<file path="config.mk">
export PLATFORM = sky130hd
export DESIGN_NAME = mfw_median
export DESIGN_NICKNAME = d
export VERILOG_FILES = /design/src/rtl/mfw_pkg.sv /design/src/rtl/mfw_median.sv
export SDC_FILE = /design/constraint.sdc
export NUM_CORES = 1
export LEC_CHECK = 0
export BUFFER_PORTS_ARGS = -buffer_cell sky130_fd_sc_hd__buf_2
export CAP_MARGIN = 20
export CORE_MARGIN = 2
export CORE_UTILIZATION = 28
export DETAILED_ROUTE_END_ITERATION = 16
export REMOVE_ABC_BUFFERS = 1
export SLEW_MARGIN = 40
export SYNTH_ARGS = -nofsm -noshare
export SYNTH_HDL_FRONTEND = slang
export SYNTH_SLANG_ARGS = --single-unit
</file>
<file path="constraint.sdc">
create_clock -name vclk -period 18.68
set_input_delay 0.934 -clock vclk [all_inputs]
set_output_delay 0.934 -clock vclk [all_outputs]
set_load 0.005 [all_outputs]
</file>
<file path="src/rtl/mfw_pkg.sv">
// ----------------------------------------------------------------------------
// mfw_pkg: shared constants and types of the median filter window
// Window geometry, frame limits, field widths and configuration register
// indexes used by the line buffer, the median unit and the top level.
// ----------------------------------------------------------------------------
package mfw_pkg;

  // Window geometry
  localparam int unsigned WINDOW = 3;
  localparam int unsigned OFFSET = (WINDOW - 1) / 2;
  localparam int unsigned LINES  = WINDOW - 1;
  localparam int unsigned TAPS   = WINDOW * WINDOW;
  localparam int unsigned MID    = (TAPS - 1) / 2;

  // Frame limits
  localparam int unsigned MAX_WIDTH  = 1024;
  localparam int unsigned MAX_HEIGHT = 4096;

  // Field and register widths
  localparam int unsigned PIX_W        = 8;
  localparam int unsigned COL_W        = 10;
  localparam int unsigned ROW_W        = 12;
  localparam int unsigned WIDTH_REG_W  = 11;
  localparam int unsigned HEIGHT_REG_W = 13;
  localparam int unsigned CFG_DATA_W   = 13;
  localparam int unsigned CFG_IDX_W    = 1;

  localparam int unsigned SLOT_W = (LINES > 1) ? $clog2(LINES) : 1;
  localparam int unsigned RANK_W = $clog2(TAPS);

  typedef logic [PIX_W-1:0] pix_t;

  typedef enum logic [CFG_IDX_W-1:0] {
    REG_FRAME_WIDTH  = 0,
    REG_FRAME_HEIGHT = 1
  } cfg_reg_e;

endpackage

</file>
<file path="src/rtl/mfw_median.sv">
// ----------------------------------------------------------------------------
// mfw_median: median of the window taps
// Rank every tap against all others (ties broken by tap position), then
// pick the tap whose rank is the middle one.
// ----------------------------------------------------------------------------
module mfw_median (
  input  mfw_pkg::pix_t [mfw_pkg::TAPS-1:0] taps_i,
  output mfw_pkg::pix_t                     median_o
);

  logic [mfw_pkg::RANK_W-1:0] rank [mfw_pkg::TAPS];

  always_comb begin
    for (int i = 0; i < mfw_pkg::TAPS; i++) begin
      rank[i] = '0;
      for (int j = 0; j < mfw_pkg::TAPS; j++) begin
        if ((taps_i[j] < taps_i[i]) || ((taps_i[j] == taps_i[i]) && (j < i))) begin
          rank[i] = rank[i] + mfw_pkg::RANK_W'(1);
        end
      end
    end
  end

  // Ranks form a permutation, so exactly one tap matches
  always_comb begin
    median_o = '0;
    for (int i = 0; i < mfw_pkg::TAPS; i++) begin
      if (rank[i] == mfw_pkg::RANK_W'(mfw_pkg::MID)) begin
        median_o = median_o | taps_i[i];
      end
    end
  end

endmodule

</file>
==> results.json <==
{
  "cp-end-kind": "output port",
  "wl_per_cell_um": 21.9,
  "cts_hold_buf": 0,
  "worstSetupStartpointType": "input port",
  "core_area_um2": 40700,
  "hp-class": "input port to output port",
  "critical-path-slowest-cell": "a2111oi_0",
  "num_vias": 11865,
  "dieArea_um2": 42800,
  "hold_viol": 0,
  "ios": 80,
  "yosysWarnings": 0,
  "required_ns": 17.75,
  "worst-path-max-fanout": 8,
  "track_usage_pct": 20.8,
  "period_share_pct": 50.6,
  "finalCriticalPeriod_ns": 9.46,
  "tns_ns": 0,
  "leakage_nw": 5.89,
  "grt_pass1_wl_mm": 67.6,
  "status": "complete, no violations",
  "ys_top_cells_by_area": "ha_1 (38%), a21oi_1 (5.2%), xnor2_1 (3.8%)",
  "pre_cts_ws_ns": 9.37,
  "syn_inst": 1455,
  "die_y_um": 207,
  "peakVddDrop_v": 0.0000613,
  "overflow": 0,
  "powerDensity_nw_per_um2": 99.6,
  "area.growth.synth_to_final_pct": 9.01,
  "path_buf_inv": 4,
  "utilization_pct": 30.8,
  "grt_max_degree": 16,
  "drive_gt1_share_pct": 10.6,
  "rsz0062_at_grt": "false",
  "seq_cells": 0,
  "antenna_found_initial": 3,
  "drt-total-wl_mm": 45.0,
  "die_w_um": 207,
  "portBuffers": 80,
  "finalPower_mw": 1.25,
  "routabilityCongestion": 0.956,
  "drc": 0,
  "syn_area_um2": 11500,
  "crit_family": "compound AO/OA/AOI/OAI gates",
  "cap_violations": 0,
  "initial_core_util_pct": 28.3,
  "dr.pass1.iters": 6,
  "final_common_cell": "ha_1",
  "synth_top_area_share_pct": 37.9,
  "rows": 74,
  "dp_hpwl_mm": 36.9,
  "setup_ws_ns": 9.22,
  "arrival_ns": 8.53,
  "yosysTopAreaCell": "ha_1",
  "drtAntennaViolNets": 0,
  "first_global_vias": 11638,
  "hold_slack_ns": 2.23,
  "drt_iter0_drc": 971,
  "finalSetupViolCount": 0,
  "crit_top_cell": "ha_1",
  "yosysSeqAreaShare_pct": 0,
  "postCtsSetupRepairBufs": 0,
  "syn_area_per_cell_um2": 7.92,
  "ctsResizeCount": 0,
  "layout_common_cells": "ha_1 (349), a21oi_1 (120), inv_1 (108)",
  "final_nets": 1946,
  "worstSetupPathType": "input port to output port",
  "n_fill_cell": 4350,
  "avgViaCountPerCell": 5.77,
  "worst_slew_pin_slew_ns": 0.827,
  "clkbuf_count": 0,
  "ff_latch_area_um2": 0,
  "drv_slew": 0,
  "max_stage_delay_ns": 0.62,
  "fmax_mhz": 106,
  "slew-limit-headroom_pct": 44.8,
  "synth_cell_types": 109
}
where the power goes:
group,switching [mW],internal (mW),total (mW),leakage [nW]
registers,0,0,0,0
clock network,0,0.00000000719,0.00000000720,0.00000634
logic,0.737,0.514,1.25,5.89
total,0.737,0.514,1.25,5.89
cell usage after synthesis (9+ instances only):
cell type / number
and4_1: 10
ha_1: 349
and2_1: 24
xnor2_1: 50
a211oi_1: 14
nand2b_1: 14
and3_1: 12
a21oi_1: 120
a22oi_1: 13
inv_1: 108
nand3_1: 39
nor2_1: 66
a21o_1: 25
nor2b_1: 41
o21ai_0: 56
or2_2: 11
clkbuf_1: 9
xor2_1: 23
nand2_1: 104
o21a_1: 19
nand4_1: 59
nor3_1: 19
o211ai_1: 28
mux2i_1: 13
o32ai_1: 11
cell type report:
class	instances	area (µm²)	share of cell area [%]
antenna	1	2.50	0.0199
inverter	111	417	3.32
tap	532	666	5.30
multi-input combinational	1326	11000	87.8
timing repair buffer	86	445	3.54
tightest hold or removal path, stage by stage:
cell       delay [ns]
buf_2            0.09
a22oi_1          0.06
o2111ai_1        0.09
buf_2            0.12
metal layers:
layer	vias to the layer above	GRT usage (%)	wire length, µm
li1	5687	-	-
met1	5610	27.4	19900
met2	467	35.6	20300
met3	101	1.76	3010
met4	0	6.84	1720
met5	-	0	0
cells by family after synthesis:
kind of cell    synth area share, %
buf+inv                        4.44
compound gates                 24.9
xor+xnor                       9.76
simple gates                   21.6
fa+ha+maj                      37.9
mux                            1.42
worst paths after layout:
check | startpoint | to | slack (ns) | cells after the start
worst max-delay path | taps_i[65] | median_o[2] | 9.22 | 35
worst min-delay path | taps_i[59] | median_o[3] | 2.23 | 4
through the flow:
step	instance area [µm²]	std cells
after floorplan	11400	1437
final	12600	2056
after detailed placement	12600	2055
after global placement	12500	2055
after global routing	12600	2056
after CTS	12600	2055
Note: power is estimated with default switching activity, not from simulation.
